[src/design/sbrs_pkg.sv]
`timescale 1ns / 1ps
`default_nettype none
// ----------------------------------------------------------------------------
// sbrs_pkg: shared types and constants of the signed binary radix sorter
// Word width, pass index width, controller states, command bundle and the
// bit test used by the radix passes.
// ----------------------------------------------------------------------------
package sbrs_pkg;

	localparam int WORD_BITS = 32;
	localparam int POS_BITS  = 6;

	typedef enum logic [2:0] {
		ST_LOAD,
		ST_INIT,
		ST_READ,
		ST_DRAIN,
		ST_FETCH,
		ST_PRESENT,
		ST_HOLD
	} state_t;

	typedef struct packed {
		logic                take;
		logic                pass_init;
		logic                rd_en;
		logic                rd_sel;
		logic                pass_rd;
		logic                out_load;
		logic                out_last;
		logic                clear;
		logic [POS_BITS-1:0] pass_idx;
	} cmd_t;

	// Bits at or above the word width are copies of the sign bit.
	function automatic logic bit_at(input logic [WORD_BITS-1:0] v,
			input logic [POS_BITS-1:0] pos);
		logic r;
		if (pos[POS_BITS-1]) begin
			r = v[WORD_BITS-1];
		end else begin
			r = v[pos[POS_BITS-2:0]];
		end
		return r;
	endfunction

endpackage
`default_nettype wire

[src/design/sbrs_ram.sv]
`timescale 1ns / 1ps
`default_nettype none
// ----------------------------------------------------------------------------
// sbrs_ram: generic simple dual-port RAM
// One write port, one read port, registered read data.
// ----------------------------------------------------------------------------
module sbrs_ram #(
	parameter int WIDTH = 32,
	parameter int DEPTH = 64
) (
	input  wire logic                                   clk,
	input  wire logic                                   we,
	input  wire logic [(DEPTH > 1 ? $clog2(DEPTH) : 1)-1:0] waddr,
	input  wire logic [WIDTH-1:0]                       wdata,
	input  wire logic                                   re,
	input  wire logic [(DEPTH > 1 ? $clog2(DEPTH) : 1)-1:0] raddr,
	output logic      [WIDTH-1:0]                       rdata
);

	logic [WIDTH-1:0] mem_q [DEPTH];

	always_ff @(posedge clk) begin
		if (we) begin
			mem_q[waddr] <= wdata;
		end
		if (re) begin
			rdata <= mem_q[raddr];
		end
	end

endmodule
`default_nettype wire

[src/design/sbrs_dpath.sv]
`timescale 1ns / 1ps
`default_nettype none
// ----------------------------------------------------------------------------
// sbrs_dpath: storage and partition datapath of the radix sorter
// Two RAMs used in ping-pong, the stable split write pointers, the lead
// count for the next pass and the output register.
// ----------------------------------------------------------------------------
module sbrs_dpath #(
	parameter int MAX_ITEMS  = 64,
	parameter int VALUE_BITS = 32,
	localparam int AW = (MAX_ITEMS > 1) ? $clog2(MAX_ITEMS) : 1,
	localparam int CW = $clog2(MAX_ITEMS + 1)
) (
	input  wire logic                           clk,
	input  wire logic                           arst_n,
	input  wire sbrs_pkg::cmd_t                 cmd,
	input  wire logic [AW-1:0]                  rd_addr,
	input  wire logic [sbrs_pkg::WORD_BITS-1:0] sample_value,
	input  wire logic                           result_ready,
	output logic      [CW-1:0]                  item_count,
	output logic                                out_fire,
	output logic                                result_valid,
	output logic      [sbrs_pkg::WORD_BITS-1:0] sorted_value,
	output logic                                end_of_batch,
	output logic                                dropped_flag
);
	import sbrs_pkg::*;

	localparam logic [POS_BITS-1:0] SIGN_POS = POS_BITS'(VALUE_BITS - 1);

	logic [CW-1:0]        count_q, lead_cnt_q, lo_q, hi_q;
	logic                 overflow_q;
	logic                 rdv_s1, sel_s1;
	logic [POS_BITS-1:0]  pos_s1;
	logic                 out_valid_q, eob_q, drop_q;
	logic [WORD_BITS-1:0] out_data_q;

	logic [WORD_BITS-1:0] a_rdata, b_rdata, rd_data, a_wdata;
	logic                 a_we, b_we, store_ok, lead_now, lead_next;
	logic [AW-1:0]        a_waddr, dst_addr;
	logic [POS_BITS-1:0]  pos_next;

	assign store_ok  = count_q != CW'(MAX_ITEMS);
	assign rd_data   = sel_s1 ? b_rdata : a_rdata;
	assign pos_next  = pos_s1 + POS_BITS'(1);
	// sign pass puts ones first, every other pass zeros first
	assign lead_now  = bit_at(rd_data, pos_s1) == (pos_s1 == SIGN_POS);
	assign lead_next = bit_at(rd_data, pos_next) == (pos_next == SIGN_POS);
	assign dst_addr  = lead_now ? lo_q[AW-1:0] : hi_q[AW-1:0];

	assign a_we    = (cmd.take && store_ok) || (rdv_s1 && sel_s1);
	assign a_waddr = cmd.take ? count_q[AW-1:0] : dst_addr;
	assign a_wdata = cmd.take ? sample_value : rd_data;
	assign b_we    = rdv_s1 && !sel_s1;

	sbrs_ram #(.WIDTH(WORD_BITS), .DEPTH(MAX_ITEMS)) u_store (
		.clk   (clk),
		.we    (a_we),
		.waddr (a_waddr),
		.wdata (a_wdata),
		.re    (cmd.rd_en && !cmd.rd_sel),
		.raddr (rd_addr),
		.rdata (a_rdata)
	);

	sbrs_ram #(.WIDTH(WORD_BITS), .DEPTH(MAX_ITEMS)) u_part (
		.clk   (clk),
		.we    (b_we),
		.waddr (dst_addr),
		.wdata (rd_data),
		.re    (cmd.rd_en && cmd.rd_sel),
		.raddr (rd_addr),
		.rdata (b_rdata)
	);

	always_ff @(posedge clk or negedge arst_n) begin
		if (!arst_n) begin
			count_q     <= '0;
			overflow_q  <= 1'b0;
			lead_cnt_q  <= '0;
			lo_q        <= '0;
			hi_q        <= '0;
			rdv_s1      <= 1'b0;
			sel_s1      <= 1'b0;
			out_valid_q <= 1'b0;
		end else begin
			rdv_s1 <= cmd.rd_en && cmd.pass_rd;
			if (cmd.rd_en) begin
				sel_s1 <= cmd.rd_sel;
			end
			if (cmd.take) begin
				if (store_ok) begin
					count_q    <= count_q + CW'(1);
					lead_cnt_q <= lead_cnt_q + CW'(bit_at(sample_value, '0) ==
						(SIGN_POS == '0));
				end else begin
					overflow_q <= 1'b1;
				end
			end
			if (cmd.pass_init) begin
				lo_q       <= '0;
				hi_q       <= lead_cnt_q;
				lead_cnt_q <= '0;
			end
			if (rdv_s1) begin
				if (lead_now) begin
					lo_q <= lo_q + CW'(1);
				end else begin
					hi_q <= hi_q + CW'(1);
				end
				lead_cnt_q <= lead_cnt_q + CW'(lead_next);
			end
			if (cmd.clear) begin
				count_q    <= '0;
				overflow_q <= 1'b0;
				lead_cnt_q <= '0;
			end
			if (cmd.out_load) begin
				out_valid_q <= 1'b1;
			end else if (out_fire) begin
				out_valid_q <= 1'b0;
			end
		end
	end

	always_ff @(posedge clk) begin
		if (rdv_s1) begin
			pos_s1 <= pos_s1;
		end else begin
			pos_s1 <= cmd.pass_idx;
		end
		if (cmd.out_load) begin
			out_data_q <= rd_data;
			eob_q      <= cmd.out_last;
			drop_q     <= overflow_q;
		end
	end

	assign item_count   = count_q;
	assign out_fire     = out_valid_q && result_ready;
	assign result_valid = out_valid_q;
	assign sorted_value = out_data_q;
	assign end_of_batch = eob_q;
	assign dropped_flag = drop_q;

endmodule
`default_nettype wire

[config.mk]
export PLATFORM = sky130hd
export DESIGN_NAME = sbrs_dpath
export DESIGN_NICKNAME = d
export VERILOG_FILES = /design/src/design/sbrs_pkg.sv /design/src/design/sbrs_ram.sv /design/src/design/sbrs_dpath.sv
export SDC_FILE = /design/constraint.sdc
export NUM_CORES = 2
export LEC_CHECK = 0
export BUFFER_PORTS_ARGS = -buffer_cell sky130_fd_sc_hd__buf_2
export CORE_AREA = 2 2 739 741
export CTS_CLUSTER_SIZE = 16
export DETAILED_ROUTE_END_ITERATION = 8
export DIE_AREA = 0 0 741 743
export PLACE_DENSITY = 0.51
export SLEW_MARGIN = 20
export SYNTH_ARGS = -nofsm -noshare
export SYNTH_HDL_FRONTEND = slang
export SYNTH_SLANG_ARGS = --single-unit
[constraint.sdc]
create_clock -name clk -period 8.8 [get_ports clk]
set_clock_uncertainty 0.15 [all_clocks]
set_input_delay 0 -clock clk [delete_from_list [all_inputs] [get_ports clk]]
set_output_delay 0 -clock clk [all_outputs]
set_load 0.01 [all_outputs]
Yosys cells after proc, flatten, opt, wreduce, memory -nomap -nowiden
Memories as Yosys holds them, arrays and structs flattened. A register that Yosys moved wholly into a read port is not among the register bits.
Index checks and enable logic that the tools add are counted.
{"block": "word_totals", "ff_bits": 72, "latchBits": 0, "ramBits": 4096, "rom_bits": 0, "inputBits": 55, "output_inout_bits": 43, "elab_cells": 82, "memories": 2}
{"block": "classes", "addsub": 6, "n_mul": 0, "n_div": 0, "magnitude_cmp": 2, "n_eq_ne": 6, "shift": 0, "mux": 35, "bitwise": 1, "n_reduce_logical": 18}
{"name": "u_part.mem_q", "words": 64, "width": 32, "read_ports": 1, "rd_clocked_by_memory_dff": 1, "write_ports": 1, "line": "sbrs_ram.sv:20", "source": "logic [WIDTH-1:0] mem_q [DEPTH];"}
{"name": "u_store.mem_q", "words": 64, "width": 32, "read_ports": 1, "rd_clocked_by_memory_dff": 1, "write_ports": 1, "line": "sbrs_ram.sv:20"}
{"operator": "2-to-1 mux 7 bit", "count": 14}
{"operator": "2-to-1 mux 32 bit", "count": 2}
{"operator": "adder 7 x 1 -> 7 bit, second input constant", "count": 3}
{"operator": "2-to-1 mux 1 bit", "count": 15}
{"operator": "adder 7 x 1 -> 7 bit", "count": 2}
{"operator": "== test 6 x 5 -> 1 bit, second input constant", "count": 2}
{"operator": "less-than comparator 5 x 6 -> 1 bit, second input constant", "count": 2}
{"operator": "2-to-1 mux 6 bit", "count": 2}
{"operator": "binary-select mux 1 bit (select 5 bit)", "count": 2}
{"operator": "nonzero test 4 bit", "count": 2}
{"operator": "logical AND 1 bit", "count": 7}
{"operator": "inequality test 7 bit, second input constant", "count": 1}
{"operator": "adder 6 x 1 -> 6 bit, second input constant", "count": 1}
{"operator": "AND reduction 2 bit", "count": 3}
{"operator": "nonzero test 2 bit", "count": 3}
{"operator": "== test 1 bit", "count": 2}
{"operator": "zero test 1 bit", "count": 2}
{"operator": "inequality test 2 bit, second input constant", "count": 1}
{"operator": "logical OR 1 bit", "count": 1}
{"operator": "inverter 1 bit", "count": 1}

Longest topological paths before layout
{"block": "logic_depth", "depth_word": 10, "depth_mapped": 18}

Hierarchy
A second synthesis with hierarchy kept.
{"block": "hier_totals", "hier_cells": 7036, "hier_area_um2": 162390.7}
{"module": "sbrs_ram", "instances": 2, "cells_per_inst": 3324, "area_each_um2": 78835.6, "seq_area_each_um2": 62459.9}
{"module": "sbrs_dpath", "instances": 1, "cells_per_inst": 388, "area_each_um2": 4719.5, "seq_area_each_um2": 1926.8}

Worst setup path before layout
OpenSTA, ideal clock, no wires.
{"block": "synth_timing", "kind": "reg2reg", "from": "reg sel_s1", "to": "mem u_store.mem_q[20][0], enable pin", "arrival_time_ns": 5.680, "t_required_ns": 8.182, "setup_slack_ns": 2.502, "path_stages_with_launch": 12, "path_buffers": 3, "cell_sequence": "dfrtp_1 -> buf_6 -> mux2_2 -> mux4_2 -> mux2i_1 -> a211o_1 -> a21o_4 -> buf_2 -> and3_1 -> a211o_4 -> buf_6 -> nor3b_1"}
{"block": "synth_between", "elab_chain_cells": 7}
{"item": "start, declared", "line": "sbrs_dpath.sv:33", "source": "logic rdv_s1, sel_s1;"}
{"item": "start signal, assigned", "line": "sbrs_dpath.sv:89", "source": "sel_s1 <= cmd.rd_sel;"}
{"item": "2-to-1 mux 32 bit *", "line": "sbrs_dpath.sv:44", "source": "assign rd_data = sel_s1 ? b_rdata : a_rdata;"}
{"item": "via rd_data[31]", "line": "sbrs_dpath.sv:38", "source": "logic [WORD_BITS-1:0] a_rdata, b_rdata, rd_data, a_wdata;"}
{"item": "binary-select mux 1 bit (select 5 bit)", "line": "sbrs_pkg.sv:42", "source": "r = v[pos[POS_BITS-2:0]];"}
{"item": "2-to-1 mux 1 bit (not written as such)", "line": "sbrs_pkg.sv:42"}
{"item": "2-to-1 mux 1 bit *", "line": "sbrs_pkg.sv:39", "source": "if (pos[POS_BITS-1]) begin"}
{"item": "== test 1 bit *", "line": "sbrs_dpath.sv:47", "source": "assign lead_now = bit_at(rd_data, pos_s1) == (pos_s1 == SIGN_POS);"}
{"item": "2-to-1 mux 6 bit *", "line": "sbrs_dpath.sv:49", "source": "assign dst_addr = lead_now ? lo_q[AW-1:0] : hi_q[AW-1:0];"}
{"item": "2-to-1 mux 6 bit *", "line": "sbrs_dpath.sv:52", "source": "assign a_waddr = cmd.take ? count_q[AW-1:0] : dst_addr;"}
{"item": "end, declared", "line": "sbrs_ram.sv:20"}
Mark *: on every way through the listed nets, which the timed path passes. The rest lies on a longest branch. The select of a mux whose other input is x is not followed.

Worst setup path after layout
{"block": "layout_timing", "from": "reg sel_s1", "to": "mem u_part.mem_q[6][17], enable pin"}
{"block": "layout_between", "elab_chain_cells": 6}
{"item": "2-to-1 mux 32 bit *", "line": "sbrs_dpath.sv:44"}
{"item": "via rd_data[31]", "line": "sbrs_dpath.sv:38"}
{"item": "binary-select mux 1 bit (select 5 bit)", "line": "sbrs_pkg.sv:42"}
{"item": "2-to-1 mux 1 bit (not written as such)", "line": "sbrs_pkg.sv:42"}
{"item": "2-to-1 mux 1 bit *", "line": "sbrs_pkg.sv:39"}
{"item": "== test 1 bit *", "line": "sbrs_dpath.sv:47"}
{"item": "2-to-1 mux 6 bit *", "line": "sbrs_dpath.sv:49"}
{"item": "end, declared", "line": "sbrs_ram.sv:20"}
Marked as above.

==> key figures <==
STA
  • Rel. slew slack: 0.190
  • Final count of negative-setup-slack endpoints: 0
  • Fin crit share: 0.742
  • Fmax: 153 MHz
  • Setup ws final: 2.27 ns
  • Final Hold Fails: 0
  • Max-slew violations: 0
  • Worst-margin pin slew: 1.21 ns
  • Setup_tns: 0 ns
  • Minimum clock period: 6.53 ns
  • RSZ-0062 raised after global routing: false

Layout
  • Final nets: 6,971
  • Area Overhead vs Synth: 16.1%
  • Most frequent cells in the layout: edfxtp_1, mux4_2, clkbuf_16, buf_4, clkbuf_1
  • Fill cell count: 49,500
  • Most common cell after layout, fill and taps aside: edfxtp_1
  • Share of post-route cells with drive strength above 1: 0.349
  • Final Instance Area: 188,000 µm²

Pwr
  • Combinational power share: 0.070
  • Switching power: 9880 µW
  • Internal: 33,800 µW
  • Leakage: 0.0570 µW
  • Switching Fraction: 0.226
  • Power Dens Cells: 232 nW/µm²
  • Clock network power share: 0.409
  • Peak VDD IR: 0.184 mV
  • Flop pwr share: 0.521

Logic synthesis
  • Largest family of logic cells by synthesized area: multiplexers
  • Register area share after synthesis: 0.782
  • Flops & latches, synth: 4,229
  • Largest cells by area after synthesis: edfxtp_1, mux4_2, clkbuf_1
  • XOR/XNOR Fraction of Synth Area: 0.000702
  • Synth Area in Simple Gates: 0.00865
  • Yosys warning count: 0
  • Async S/R FF share, synth: 0.00686
  • Syn_area_per_cell: 25.3 µm²
  • Adder-Cell Fraction of Synth Area: 0.000771
  • Post-synth top area share: 0.778
  • Post-synthesis mux area share: 0.195
  • Post-Syn Nets: 6,480
  • Post-synthesis compound-gate area fraction: 0.00389
  • Synth unique cells: 63
  • Netlist Area Pre-Place: 162,000 µm²
  • Post-synth top flop: edfxtp_1
  • Synth Instances: 6,415
  • EDFF count, synth: 4,200
  • Cell taking the most area after synthesis: edfxtp_1

Die
  • Die Width: 741 µm
  • Die ar.: 551,000 µm²
  • Row cnt: 271
  • Die Height: 743 µm
  • Core region area: 543,000 µm²
  • Top Ports: 98
  • Initial Util: 0.299

Min path
  • Hold crit path type: primary input to register
  • Worst hold start: cmd[8]

Routing
  • DRC: 0
  • Antenna Nets Post-Route: 0
  • DR pass1 iterations: 7
  • DR vias: 73,100
  • DR WL/cell: 30.1 µm
  • Initial drt markers: 8,434
  • Vias per cell: 5.04
  • Total routed wirelength: 436,000 µm

Setup path
  • Arrival time of the worst setup path: 7.01 ns
  • Worst-path fanout max: 30
  • Worst r2r src: sel_s1
  • Crit path capture type: register
  • Kind of critical path: register to register
  • Worst setup path startpoint: sel_s1
  • WP data required: 9.29 ns
  • Startpoint types: register

Place
  • Pre-CTS setup slack: 2.27 ns
  • DP Area: 174,000 µm²
  • RD Place Congestion: 0.823
  • Port buffer count: 97
  • Dpl hpwl: 267,000 µm

GRT
  • Initial antenna violation count: 57
  • GRT overflow: 0
  • First-pass GRT wire length: 607,000 µm
  • Vias in the first global route: 73,800
  • GRT Overall Usage: 0.155
  • Largest net degree at the start of global routing: 137

CTS
  • Clock tree buffer depth: 4
  • Clk pin slew, worst setup/hold paths: 0.07 ns
  • H-tree lvl count: 5
  • CTS Buf Count: 423
  • Worst skew pair latency: 0.99 ns
  • Post-CTS Setup Bufs: 0
  • CTS tree: built
  • Clock Tree Root: clkbuf_16
  • Sink Count: 4,229
  • Post_cts resized: 0

Flow run
  • Total of max-cap violations: 0

Run status
  • Status: finished clean
==> kinds of logic (layout without fill, tap and decap cells) <==
group / Yosys count / count (layout)
muxes: 1449 / 1449
other: 0 / 13
xor gates and xnor gates: 13 / 13
and+or+nand+nor: 278 / 278
AOI/OAI and AO/OA: 77 / 77
buffers and inverters: 359 / 1190
DFF: 4229 / 4229
adders and majority gates: 10 / 10
==> cell type report <==
type / count / area, µm² / share of cell area
inverters: 11 / 41.3 / 0.000219
clock inverters: 239 / 2440 / 0.0130
flip-flops and latches: 4229 / 127000 / 0.674
multi-input cells: 1827 / 35000 / 0.186
clock buffers: 526 / 11100 / 0.0591
diodes: 13 / 32.5 / 0.000173
repair buffers: 414 / 3770 / 0.0200
well taps: 7234 / 9050 / 0.0481
==> what timing repair did <==
item / in CTS / in global routing
endpoints found under the setup margin: 0 / 0
hold endpoints to repair: 1937 / 0
hold buffers: 73 / 0
==> metrics by stage <==
stage               hold slack [ns]   util  std cells  total power (µW)
detailed placement          -0.0121  0.320      13600             26300
floorplan                    -0.446      -       6415             24700
finish                        0.114  0.347      14500             43700
global placement            -0.0268  0.319      13600             26200
global route                 0.0866  0.347      14500             45000
CTS                          0.0313  0.346      14500             44200
==> path summary, 6_finish.rpt <==
path,cells past startpoint,to,slack [ns]
setup / recovery,10,u_part.mem_q[6][17],2.27
hold / removal,3,sorted_value[8],0.11
setup reg to reg,10,u_part.mem_q[6][17],2.27
hold reg to reg,0,dropped_flag,0.46
max in group asynchronous,5,sel_s1,7.84
min in group asynchronous,5,result_valid,0.42
==> sequential cells by signal (all words and copies together), names as in the netlist <==
| signal | count |
|---|---|
| overflow_q | 1 |
| hi_q | 6 |
| rdv_s1 | 1 |
| item_count | 7 |
| u_store.rdata | 32 |
| end_of_batch | 1 |
| result_valid | 1 |
| lead_cnt_q | 6 |
| u_part.rdata | 32 |
| dropped_flag | 1 |
| u_part.mem_q | 2048 |
| u_store.mem_q | 2048 |
| sel_s1 | 1 |
| pos_s1 | 6 |
| lo_q | 6 |
| sorted_value | 32 |
==> power groups by stage <==
stage / clock network, µW / registers (µW) / logic (µW)
floorplan: 0 / 23200 / 1560
global placement: 0 / 23200 / 3010
detailed placement: 0 / 23200 / 3080
CTS: 18200 / 22800 / 3110
global route: 19000 / 22800 / 3200
finish: 17900 / 22800 / 3040
==> cells in the mapped netlist (11+ instances only) <==
cell and n:
dfrtp_1 29, mux2_2 74, mux4_2 1365, nor2_1 91
a21oi_1 17, clkbuf_1 266, nor3b_1 15, nor3_1 50
nand2_1 35, buf_2 11, edfxtp_1 4200, buf_1 67
xor2_1 11, nand3_1 28
==> routing by layer <==
| metal | vias up | track usage | part of all wire |
|---|---|---|---|
| li1 | 29100 | - | - |
| met1 | 40900 | 0.221 | 0.43 |
| met2 | 2510 | 0.250 | 0.48 |
| met3 | 508 | 0.0243 | 0.065 |
| met4 | 8 | 0.0370 | 0.025 |
| met5 | - | 0 | 0.00012 |
==> critical path, cell delays in order (launching register included) <==
cell,delay [ns]
dfrtp_2,0.85
buf_4,0.41
mux2_2,0.39
mux4_2,0.53
mux2i_1,0.15
a211o_1,0.39
a21o_4,0.37
mux2i_2,0.57
nand3_1,1.00
nor2_4,0.86
buf_4,0.43
No activity file was read; power rests on OpenSTA's default activity.
