===== config.mk =====
export PLATFORM = sky130hd
export DESIGN_NAME = sbrs_ctrl
export DESIGN_NICKNAME = d
export VERILOG_FILES = /design/src/design/sbrs_pkg.sv /design/src/design/sbrs_ctrl.sv
export SDC_FILE = /design/constraint.sdc
export NUM_CORES = 1
export LEC_CHECK = 0
export BUFFER_PORTS_ARGS = -buffer_cell sky130_fd_sc_hd__buf_2
export CAP_MARGIN = 20
export CORE_AREA = 2 2 50 52
export CTS_CLUSTER_DIAMETER = 50
export CTS_CLUSTER_SIZE = 20
export DETAILED_ROUTE_END_ITERATION = 8
export DIE_AREA = 0 0 52 54
export PLACE_DENSITY = 0.9
export SLEW_MARGIN = 0
export SYNTH_ARGS = -nofsm -noshare
export SYNTH_HDL_FRONTEND = slang
export SYNTH_SLANG_ARGS = --single-unit

===== constraint.sdc =====
create_clock -name clk -period 5.6 [get_ports clk]
set_input_delay 0 -clock clk [delete_from_list [all_inputs] [get_ports clk]]
set_output_delay 0 -clock clk [all_outputs]
set_load 0.1 [all_outputs]

===== src/design/sbrs_pkg.sv =====
`timescale 1ns / 1ps
`default_nettype none
// ----------------------------------------------------------------------------
// sbrs_pkg: shared types and constants of the signed binary radix sorter
// Word width, pass index width, controller states, command bundle and the
// bit test used by the radix passes.
// ----------------------------------------------------------------------------
package sbrs_pkg;

	localparam int WORD_BITS = 32;
	localparam int POS_BITS  = 6;

	typedef enum logic [2:0] {
		ST_LOAD,
		ST_INIT,
		ST_READ,
		ST_DRAIN,
		ST_FETCH,
		ST_PRESENT,
		ST_HOLD
	} state_t;

	typedef struct packed {
		logic                take;
		logic                pass_init;
		logic                rd_en;
		logic                rd_sel;
		logic                pass_rd;
		logic                out_load;
		logic                out_last;
		logic                clear;
		logic [POS_BITS-1:0] pass_idx;
	} cmd_t;

	// Bits at or above the word width are copies of the sign bit.
	function automatic logic bit_at(input logic [WORD_BITS-1:0] v,
			input logic [POS_BITS-1:0] pos);
		logic r;
		if (pos[POS_BITS-1]) begin
			r = v[WORD_BITS-1];
		end else begin
			r = v[pos[POS_BITS-2:0]];
		end
		return r;
	endfunction

endpackage
`default_nettype wire


===== src/design/sbrs_ctrl.sv =====
`timescale 1ns / 1ps
`default_nettype none
// ----------------------------------------------------------------------------
// sbrs_ctrl: sequencer of the radix sorter
// Loads the batch, steps the bit passes over the store and walks the
// sorted result out one word at a time.
// ----------------------------------------------------------------------------
module sbrs_ctrl #(
	parameter int MAX_ITEMS  = 64,
	parameter int VALUE_BITS = 32,
	localparam int AW = (MAX_ITEMS > 1) ? $clog2(MAX_ITEMS) : 1,
	localparam int CW = $clog2(MAX_ITEMS + 1)
) (
	input  wire logic          clk,
	input  wire logic          arst_n,
	input  wire logic          sample_valid,
	input  wire logic          final_item,
	input  wire logic [CW-1:0] item_count,
	input  wire logic          out_fire,
	output logic               sample_ready,
	output sbrs_pkg::cmd_t     cmd,
	output logic      [AW-1:0] rd_addr
);
	import sbrs_pkg::*;

	localparam int PASS_W = $clog2(VALUE_BITS);
	localparam logic EMIT_SEL = (VALUE_BITS % 2) == 1;

	state_t            state_q, state_d;
	logic [AW-1:0]     idx_q, idx_d;
	logic [PASS_W-1:0] pass_q, pass_d;
	logic              last;

	always_ff @(posedge clk or negedge arst_n) begin
		if (!arst_n) begin
			state_q <= ST_LOAD;
			idx_q   <= '0;
			pass_q  <= '0;
		end else begin
			state_q <= state_d;
			idx_q   <= idx_d;
			pass_q  <= pass_d;
		end
	end

	always_comb begin
		state_d      = state_q;
		idx_d        = idx_q;
		pass_d       = pass_q;
		cmd          = '0;
		cmd.pass_idx = POS_BITS'(pass_q);
		rd_addr      = idx_q;
		sample_ready = 1'b0;
		last         = (CW'(idx_q) + CW'(1)) == item_count;
		case (state_q)
			ST_LOAD: begin
				sample_ready = 1'b1;
				if (sample_valid) begin
					cmd.take = 1'b1;
					if (final_item) begin
						pass_d  = '0;
						state_d = ST_INIT;
					end
				end
			end
			ST_INIT: begin
				cmd.pass_init = 1'b1;
				idx_d         = '0;
				state_d       = ST_READ;
			end
			ST_READ: begin
				cmd.rd_en   = 1'b1;
				cmd.rd_sel  = pass_q[0];
				cmd.pass_rd = 1'b1;
				if (last) begin
					state_d = ST_DRAIN;
				end else begin
					idx_d = idx_q + AW'(1);
				end
			end
			ST_DRAIN: begin
				// last word of the pass is written this cycle
				if (pass_q == PASS_W'(VALUE_BITS - 1)) begin
					idx_d   = '0;
					state_d = ST_FETCH;
				end else begin
					pass_d  = pass_q + PASS_W'(1);
					state_d = ST_INIT;
				end
			end
			ST_FETCH: begin
				cmd.rd_en  = 1'b1;
				cmd.rd_sel = EMIT_SEL;
				state_d    = ST_PRESENT;
			end
			ST_PRESENT: begin
				cmd.out_load = 1'b1;
				cmd.out_last = last;
				state_d      = ST_HOLD;
			end
			ST_HOLD: begin
				if (out_fire) begin
					if (last) begin
						cmd.clear = 1'b1;
						state_d   = ST_LOAD;
					end else begin
						idx_d      = idx_q + AW'(1);
						rd_addr    = idx_q + AW'(1);
						cmd.rd_en  = 1'b1;
						cmd.rd_sel = EMIT_SEL;
						state_d    = ST_PRESENT;
					end
				end
			end
			default: begin
				state_d = ST_LOAD;
			end
		endcase
	end

endmodule
`default_nettype wire


Word-level counts from Yosys, hierarchy flattened:

Index checks and enable logic that the tools add are counted.

* flip-flop bits (word level): 14
* output and inout bits: 21
* word-level logic and storage cells: 54

* add/subtract/negate cells: 3
* equal/unequal tests: 14
* mux-type cells: 28
* reductions and logical operators: 6

Operators with widths (number)
* $mux W6: 4
* $pmux W6 S4: 1
* $pmux W3 S7: 1
* $mux W3: 6
* $mux W5: 3
* $ne A2 B2 Y1 const B: 6
* $pmux W5 S2: 1
* $eq A3 B3 Y1 const B: 3
* $mux W1: 8
* $reduce_and A4 Y1: 2
* $add A6 B1 Y7 const B: 1
* $eq A7 B7 Y1: 1
* $add A6 B1 Y6 const B: 1
* $eq A3 B2 Y1 const B: 2
* $mux W2: 3
* $pmux W2 S3: 1
* $add A5 B1 Y5 const B: 1
* $eq A5 B5 Y1 const B: 1
* $reduce_bool A4 Y1: 1
* $eq A3 B1 Y1 const B: 1
* $logic_not A3 Y1: 1
* $reduce_and A2 Y1: 1
* $reduce_bool A2 Y1: 1

Longest topological paths before layout:

Gate-level depths: netlist (run 1).

* word-level depth: 5
* depth in mapped cells: 9
* mapped depth without buffers: 8

Worst setup path after synthesis (run 1):

Ideal clock, no wire load.

* kind: reg-to-output
* from: reg idx_q[0]
* to: out cmd[11] in the netlist's numbering
* data arrival time: 3917 ps
* required time: 5600 ps
* setup slack: 1683 ps
* cell stages (with the launch flop): 9
* buffers on the path: 1
* cell sequence: dfrtp_1 > ha_1 > nand3_2 > maj3_2 > a22oi_1 > nor4b_2 > buf_6 > o211a_1 > a211oi_1

RTL lines
* start, declared: line sbrs_ctrl.sv:30 `logic [AW-1:0] idx_q, idx_d;`
* start signal, assigned: line sbrs_ctrl.sv:41 `idx_q <= idx_d;`
* end, declared: line sbrs_ctrl.sv:21 `output sbrs_pkg::cmd_t cmd,`

Worst setup path after layout (run 1):

* from: reg idx_q[0]
* to: out rd_addr[1]

* longest elaborated chain between the ends: 5
* elaborated cells on any way between the ends: 6
* classes of those cells: 2 x add/sub; 1 x eq/ne; 3 x mux

Ends and longest elaborated chain
* $add A6 B1 Y7: line sbrs_ctrl.sv:54 `last = (CW'(idx_q) + CW'(1)) == item_count;`
* $eq A7 B7 Y1: line sbrs_ctrl.sv:54
* $mux W6 (*): line sbrs_ctrl.sv:103 `if (last) begin`
* $mux W6 (*): line sbrs_ctrl.sv:102 `if (out_fire) begin`
* $mux W6 (*): line sbrs_ctrl.sv:55 `case (state_q)`
* end, declared: line sbrs_ctrl.sv:22 `output logic [AW-1:0] rd_addr`

Mark *: on every way between the ends. The rest lies on a longest branch, timed or not.

==> reports/qor.yml, run 1 <==
outcome:
  status: "finished, final reports clean"
logic_synthesis:
  synth_enable_flop_cells: 0
  syn-cell-area_um2: 1190
  synthCells: 139
  ys_ff_latch: 14
  syn-num-nets: 154
  async_reset_ff_frac: 1.00
  synth_ff_type: "dfrtp_1"
  synth.distinct_cells: 45
  ys_warn_count: 0
  synth_seq_area_share: 0.294
  postSynthAreaPerCell_um2: 8.56
placement:
  place.gp.congestion: 0.878
  dpl.hpwl_mm: 1.97
  port-buffer-count: 31
cells_and_area:
  nFillCells: 232
  nNetsFinal: 182
  regArea_um2: 350
  n_antenna_cell: 0
  area_growth_syn_to_layout_pct: 12.6
  multi_input_area_um2: 717
  drive_above_1_share: 0.295
worst_setup_path:
  max_stage_delay_ns: 0.45
  crit_slowest_cell: "dfrtp_1"
  cp_cell_sequence: "ha_1 -> xor2_1 -> nor4_1 -> nor4b_2 -> buf_4 -> nor2_1 -> mux2_2 -> buf_2"
  r2r_cells: 7
  crit_arrival_ns: 2.85
  worstSetupPathType: "register to output pin"
  endpoint: "rd_addr[1]"
  cp-end-kind: "output pin"
  cp.depth: 8
  required_ns: 5.60
  start_kind: "register"
  crit-reg2reg-launch: "idx_q[0]$_DFFE_PN0P_"
  r2r_slack_ns: 3.27
  worstPathMaxFanout: 20
  worstReg2RegEnd: "state_q[2]$_DFFE_PN0P_"
  path_buf_inv: 2
  cp_top_family: "simple AND/OR/NAND/NOR gates"
  startpoint: "idx_q[0]$_DFFE_PN0P_"
sta:
  drv_slew: 0
  timing.final.crit_share: 0.509
  timing.final.hold_violations: 0
  rsz0062_at_grt: "no"
  tns_ns: 0
  fin_crit_ns: 2.85
  finalSetupViolCount: 0
  fmax_mhz: 351
  max_slew.worst_pin.slew_ns: 0.658
  fin_skew_ns: 0.00280
  slew_headroom: 0.559
floorplanning:
  die_w_um: 52
  boundaryPins: 33
  die_height_um: 54
  rows: 18
  dieArea_um2: 2810
  start_util: 0.513
  core_area_um2: 2320
clock_tree:
  clock_latency_ns: 0.27
  tritoncts: "built"
  h-tree-depth: 1
  path_clk_slew_ns: 0.09
  clockRootBuffer: "clkbuf_4"
  clockBufferDepth: 2
  post_cts_buffers: 0
  numCtsBuffers: 3
  clock-sinks: 14
route:
  routedWlPerCell_um: 13.1
  avgViaCountPerCell: 5.51
  antenna_left: 0
  first_pass_iters: 4
  via_count: 1079
  finalWirelength_mm: 2.56
  drcViolationCount: 0
  drt_iter0_markers: 20
global_routing:
  grt_util_all_layers: 0.202
  grt_antenna_before_repair: 0
  grt_max_degree: 21
  grt_overflow: 0
  grt_pass1_vias: 1048
  grt_pass1_wl_mm: 4.34
run:
  drv_cap: 0
min_path:
  hold_class: "input port to register"
==> registers in the layout, summed over array words and instances (netlist names) <==
name and count:
idx_q 6, pass_q 5, state_q 3
==> cells in the final DEF (no fill, tap or decap), types with 2 or more instances in the layout <==
cell type | Yosys | final
inv_1 | 7 | 7
ha_1 | 3 | 3
a31oi_1 | 2 | 2
xor2_1 | 10 | 10
nand2_1 | 17 | 17
nand3_1 | 7 | 7
and3_1 | 3 | 3
nor2_1 | 11 | 11
o21ai_0 | 6 | 6
xnor2_1 | 2 | 2
nand3_2 | 2 | 2
dfrtp_1 | 14 | 14
o211ai_1 | 4 | 4
nor3_1 | 8 | 8
clkbuf_4 | 0 | 3
nand2b_1 | 2 | 2
or4_1 | 4 | 4
a211oi_1 | 2 | 2
mux2_2 | 2 | 2
buf_2 | 1 | 31
==> cell type report <==
class,count,share of cell area
Sequential cell,14,0.261
Clock buffer,4,0.0271
Tap cell,30,0.0280
Inverter,7,0.0196
Multi-Input combinational cell,108,0.535
Timing Repair Buffer,33,0.129
==> worst reg2reg max path, stage by stage (launching register included) <==
cell      delay (ns)
dfrtp_1         0.45
ha_1            0.36
xor2_1          0.15
nor4_1          0.31
nor4b_2         0.29
buf_4           0.27
a21boi_0        0.11
a211o_1         0.27
==> what timing repair did <==
action	4_1_cts	5_1_grt
resized for setup	0	0
endpoints found under the setup margin	0	0
hold buffers	1	0
endpoints found under the hold margin	14	0
==> stage by stage <==
stage / instances / worst slack, ns / cell area (µm²) / utilization / hold slack [ns]
after floorplan: 139 / 1.68 / 1190 / - / -0.296
after global placement: 191 / 3.20 / 1290 / 0.558 / -0.0912
after detailed placement: 191 / 3.06 / 1290 / 0.558 / -0.0839
after CTS: 196 / 2.75 / 1340 / 0.578 / 0.0771
after global routing: 196 / 2.62 / 1340 / 0.578 / 0.0870
final: 196 / 2.75 / 1340 / 0.578 / 0.0891
==> routing by layer <==
layer / GRT usage / part of all wire
met4: 0.0395 / 0
met3: 0.0167 / 0.049
met1: 0.246 / 0.45
met5: 0 / 0
met2: 0.386 / 0.50
==> logic make-up after synthesis <==
| logic type | Yosys count | synth area share |
|---|---|---|
| AO/OA/AOI/OAI | 23 | 0.135 |
| other | 1 | 0.00315 |
| AND/OR/NAND/NOR | 63 | 0.281 |
| XOR/XNOR | 14 | 0.116 |
| multiplexers | 3 | 0.0273 |
| buffers and inverters | 17 | 0.103 |
| adder cells (fa/ha/maj) | 4 | 0.0410 |
| flip-flops | 14 | 0.294 |
==> cell usage after synthesis (3+ instances only) <==
| master | instances | area (µm²) |
|---|---|---|
| and3_1 | 3 | 18.8 |
| buf_4 | 5 | 37.5 |
| buf_6 | 3 | 33.8 |
| dfrtp_1 | 14 | 350 |
| ha_1 | 3 | 37.5 |
| inv_1 | 7 | 26.3 |
| nand2_1 | 17 | 63.8 |
| nand3_1 | 7 | 35.0 |
| nor2_1 | 11 | 41.3 |
| nor3_1 | 8 | 40.0 |
| o211ai_1 | 4 | 30.0 |
| o21ai_0 | 6 | 30.0 |
| or4_1 | 4 | 30.0 |
| xor2_1 | 10 | 87.6 |
==> worst min-delay path by stage <==
stage	start	to	cells past startpoint
after floorplan	arst_n	idx_q[0]$_DFFE_PN0P_	0
after global placement	arst_n	pass_q[3]$_DFFE_PN0P_	1
after detailed placement	arst_n	pass_q[3]$_DFFE_PN0P_	1
after CTS	final_item	state_q[0]$_DFFE_PN0P_	4
after global routing	final_item	state_q[0]$_DFFE_PN0P_	4
final	final_item	state_q[0]$_DFFE_PN0P_	4
Power of run 1 is not shown: default switching activity piles up to over one toggle a cycle in this logic, so the estimate is an artifact.
==> run 2: changes to the inputs <==
--- a/config.mk
+++ b/config.mk
@@ -7,12 +7,12 @@
 export LEC_CHECK = 0
 export BUFFER_PORTS_ARGS = -buffer_cell sky130_fd_sc_hd__buf_2
 export CAP_MARGIN = 20
-export CORE_AREA = 2 2 50 52
+export CORE_AREA = 2 2 54 56
 export CTS_CLUSTER_DIAMETER = 50
 export CTS_CLUSTER_SIZE = 20
 export DETAILED_ROUTE_END_ITERATION = 8
-export DIE_AREA = 0 0 52 54
-export PLACE_DENSITY = 0.9
+export DIE_AREA = 0 0 56 58
+export PLACE_DENSITY = 0.83
 export SLEW_MARGIN = 0
 export SYNTH_ARGS = -nofsm -noshare
 export SYNTH_HDL_FRONTEND = slang
==> constraint.sdc (replaced) <==
create_clock -name clk -period 2.6 [get_ports clk]
set_input_delay 0 -clock clk [delete_from_list [all_inputs] [get_ports clk]]
set_output_delay 0 -clock clk [all_outputs]
set_load 0.1 [all_outputs]
==> reports/qor.yml, run 2 (synthesis gave the netlist of run 1 again) <==
outcome:
  status: "finished, final reports clean"  # unchanged
route:
  wl_met3_um: 173  # was 126 µm
  avgViaCountPerCell: 5.57  # was 5.51
  met2_length_mm: 1.54  # was 1.28 mm
  drt_iter0_markers: 28  # was 20
  wl_met1_mm: 1.26  # was 1.16 mm
  finalWirelength_mm: 2.98  # was 2.56 mm
  antenna_left: 0  # unchanged
  drcViolationCount: 0  # unchanged
  routedWlPerCell_um: 14.3  # was 13.1 µm
  via_count: 1158  # was 1079
  top_layer_used: "met4"  # was met3
  first_pass_iters: 4  # unchanged
clock_tree:
  clockBufferDepth: 2  # unchanged
  h-tree-depth: 1  # unchanged
  path_clk_slew_ns: 0.09  # about the same
  clock-sinks: 14  # unchanged
  clock_latency_ns: 0.28  # was 0.27 ns
  clockRootBuffer: "clkbuf_4"  # unchanged
  tritoncts: "built"  # unchanged
  numCtsBuffers: 3  # unchanged
global_routing:
  grt_overflow: 0  # unchanged
  grt_pass1_wl_mm: 4.95  # was 4.34 mm
  grt_pass1_vias: 1141  # was 1048
  grt_max_degree: 18  # was 21
  grt_util_all_layers: 0.190  # was 0.202
  grt_antenna_before_repair: 0  # unchanged
cells_and_area:
  final_cell_mix: "buf_2, nand2_1, nor2_1, buf_4, dfrtp_1"  # was buf_2, nand2_1, dfrtp_1
  final_core_util: 0.649  # was 0.578
  max_flop_register: "idx_q"  # unchanged
  final_area_um2: 1730  # was 1340 µm²
  final_common_cell: "buf_2"  # unchanged
  drive_above_1_share: 0.441  # was 0.295
  reg_top3: "idx_q x6, pass_q x5, state_q x3"  # unchanged
  n_antenna_cell: 0  # unchanged
  largest_reg_flops: 6  # unchanged
  area_growth_syn_to_layout_pct: 45.2  # was 12.6%
  nNetsFinal: 193  # was 182
placement:
  dpl.hpwl_mm: 2.14  # was 1.97 mm
  pre_cts_slack_ns: 0.221  # was 3.06 ns
  place.gp.congestion: 0.819  # was 0.878
  port-buffer-count: 31  # unchanged
  postPlaceCellArea_um2: 1590  # was 1290 µm²
floorplanning:
  dieArea_um2: 3250  # was 2810 µm²
  boundaryPins: 33  # unchanged
  core_area_um2: 2660  # was 2320 µm²
  die_w_um: 56  # was 52 µm
  die_height_um: 58  # was 54 µm
  start_util: 0.447  # was 0.513
  rows: 19  # was 18
sta:
  fin_skew_ns: 0.00905  # was 0.00280 ns
  timing.final.crit_share: 0.952
  timing.final.hold_violations: 0  # unchanged
  layout_setup_ws_ns: 0.124  # was 2.75 ns
  max_slew.worst_pin.slew_ns: 0.635  # was 0.658 ns
  fmax_mhz: 404
  finalSetupViolCount: 0  # unchanged
  fin_crit_ns: 2.48
  slew_headroom: 0.574  # was 0.559
  drv_slew: 0  # unchanged
  rsz0062_at_grt: "yes"  # was no
  tns_ns: 0  # unchanged
worst_setup_path:
  cp-end-kind: "output pin"  # unchanged
  cp_cell_sequence: "nand3_2 -> xnor2_1 -> nor4_1 -> nor4b_4 -> buf_6 -> nor3_1 -> buf_4 -> xor2_4 -> buf_12"  # was ha_1 -> xor2_1 -> nor4_1 -> nor4b_2 -> buf_4 -> nor2_1 -> mux2_2 -> buf_2
  crit_slowest_cell: "dfrtp_1"  # unchanged
  worstSetupPathType: "register to output pin"  # unchanged
  worstPathMaxFanout: 12  # was 20
  start_kind: "register"  # unchanged
  cp_top_family: "simple AND/OR/NAND/NOR gates"  # unchanged
  required_ns: 2.60  # was 5.60 ns
  path_buf_inv: 3  # was 2
  crit_arrival_ns: 2.48  # was 2.85 ns
  max_stage_delay_ns: 0.44  # was 0.45 ns
run:
  drv_cap: 0  # unchanged
pwr:
  peakVddDrop_v: 0.00123
  p_per_area_nw_per_um2: 1260
  p_leak_nw: 0.798
min_path:
  hold_class: "input port to register"  # unchanged
-- run 2: cell type report --
type / instances / area [µm²]
Fill cell: 232 / 935
Multi-Input combinational cell: 108 / 877
Timing Repair Buffer: 44 / 394
Sequential cell: 14 / 355
Tap cell: 31 / 38.8
Clock buffer: 4 / 36.3
Inverter: 7 / 26.3
-- run 2: metal layers --
metal	vias to the layer above	global-route usage
li1	559	-
met1	549	0.240
met2	48	0.331
met3	2	0.0313
met4	0	0.0646
met5	-	0
-- run 2: final timing paths --
| kind | start | end | slack [ns] | cells after the start |
|---|---|---|---|---|
| setup / recovery | idx_q[0]$_DFFE_PN0P_ | rd_addr[4] | 0.12 | 9 |
| hold / removal | final_item | state_q[0]$_DFFE_PN0P_ | 0.07 | 4 |
| setup reg to reg | idx_q[0]$_DFFE_PN0P_ | state_q[0]$_DFFE_PN0P_ | 0.30 | 9 |
| hold reg to reg | pass_q[4]$_DFFE_PN0P_ | pass_q[4]$_DFFE_PN0P_ | 0.57 | 2 |
| max in group asynchronous | arst_n | idx_q[1]$_DFFE_PN0P_ | 2.20 | 2 |
| min in group asynchronous | arst_n | state_q[1]$_DFFE_PN0P_ | 0.13 | 2 |
-- run 2: through the flow --
stage	std cells	hold slack, ns	power, mW
finish	208	0.0734	2.18
global route	208	0.0708	2.28
CTS	203	0.0696	2.15
detailed placement	198	-0.0856	1.97
global placement	198	-0.0948	1.93
floorplan	139	-0.296	1.64
-- run 2: power breakdown --
group / total, mW / switching (mW) / leakage, nW / internal, mW
Clock: 0.159 / 0.0743 / 0.0210 / 0.0852
Combinational: 1.57 / 1.12 / 0.600 / 0.441
Sequential: 0.451 / 0.151 / 0.177 / 0.300
-- run 2: worst reg2reg max path, delay by kind of cell, from the launching register on --
kind	cells	cell delay, ns
buf+inv	3	0.44
simple gates	3	0.83
xor+xnor	1	0.17
flops	1	0.44
mux	1	0.19
compound gates	1	0.11
-- run 2: repair_timing --
item,CTS,global route
hold buffers,1,0
buffers inserted,0,5
cloned,0,0
pin swaps,2,3
setup endpoints to repair,4,7
endpoints found under the hold margin,14,0
resized for setup,5,6
Note: power is estimated with default switching activity, not from simulation.
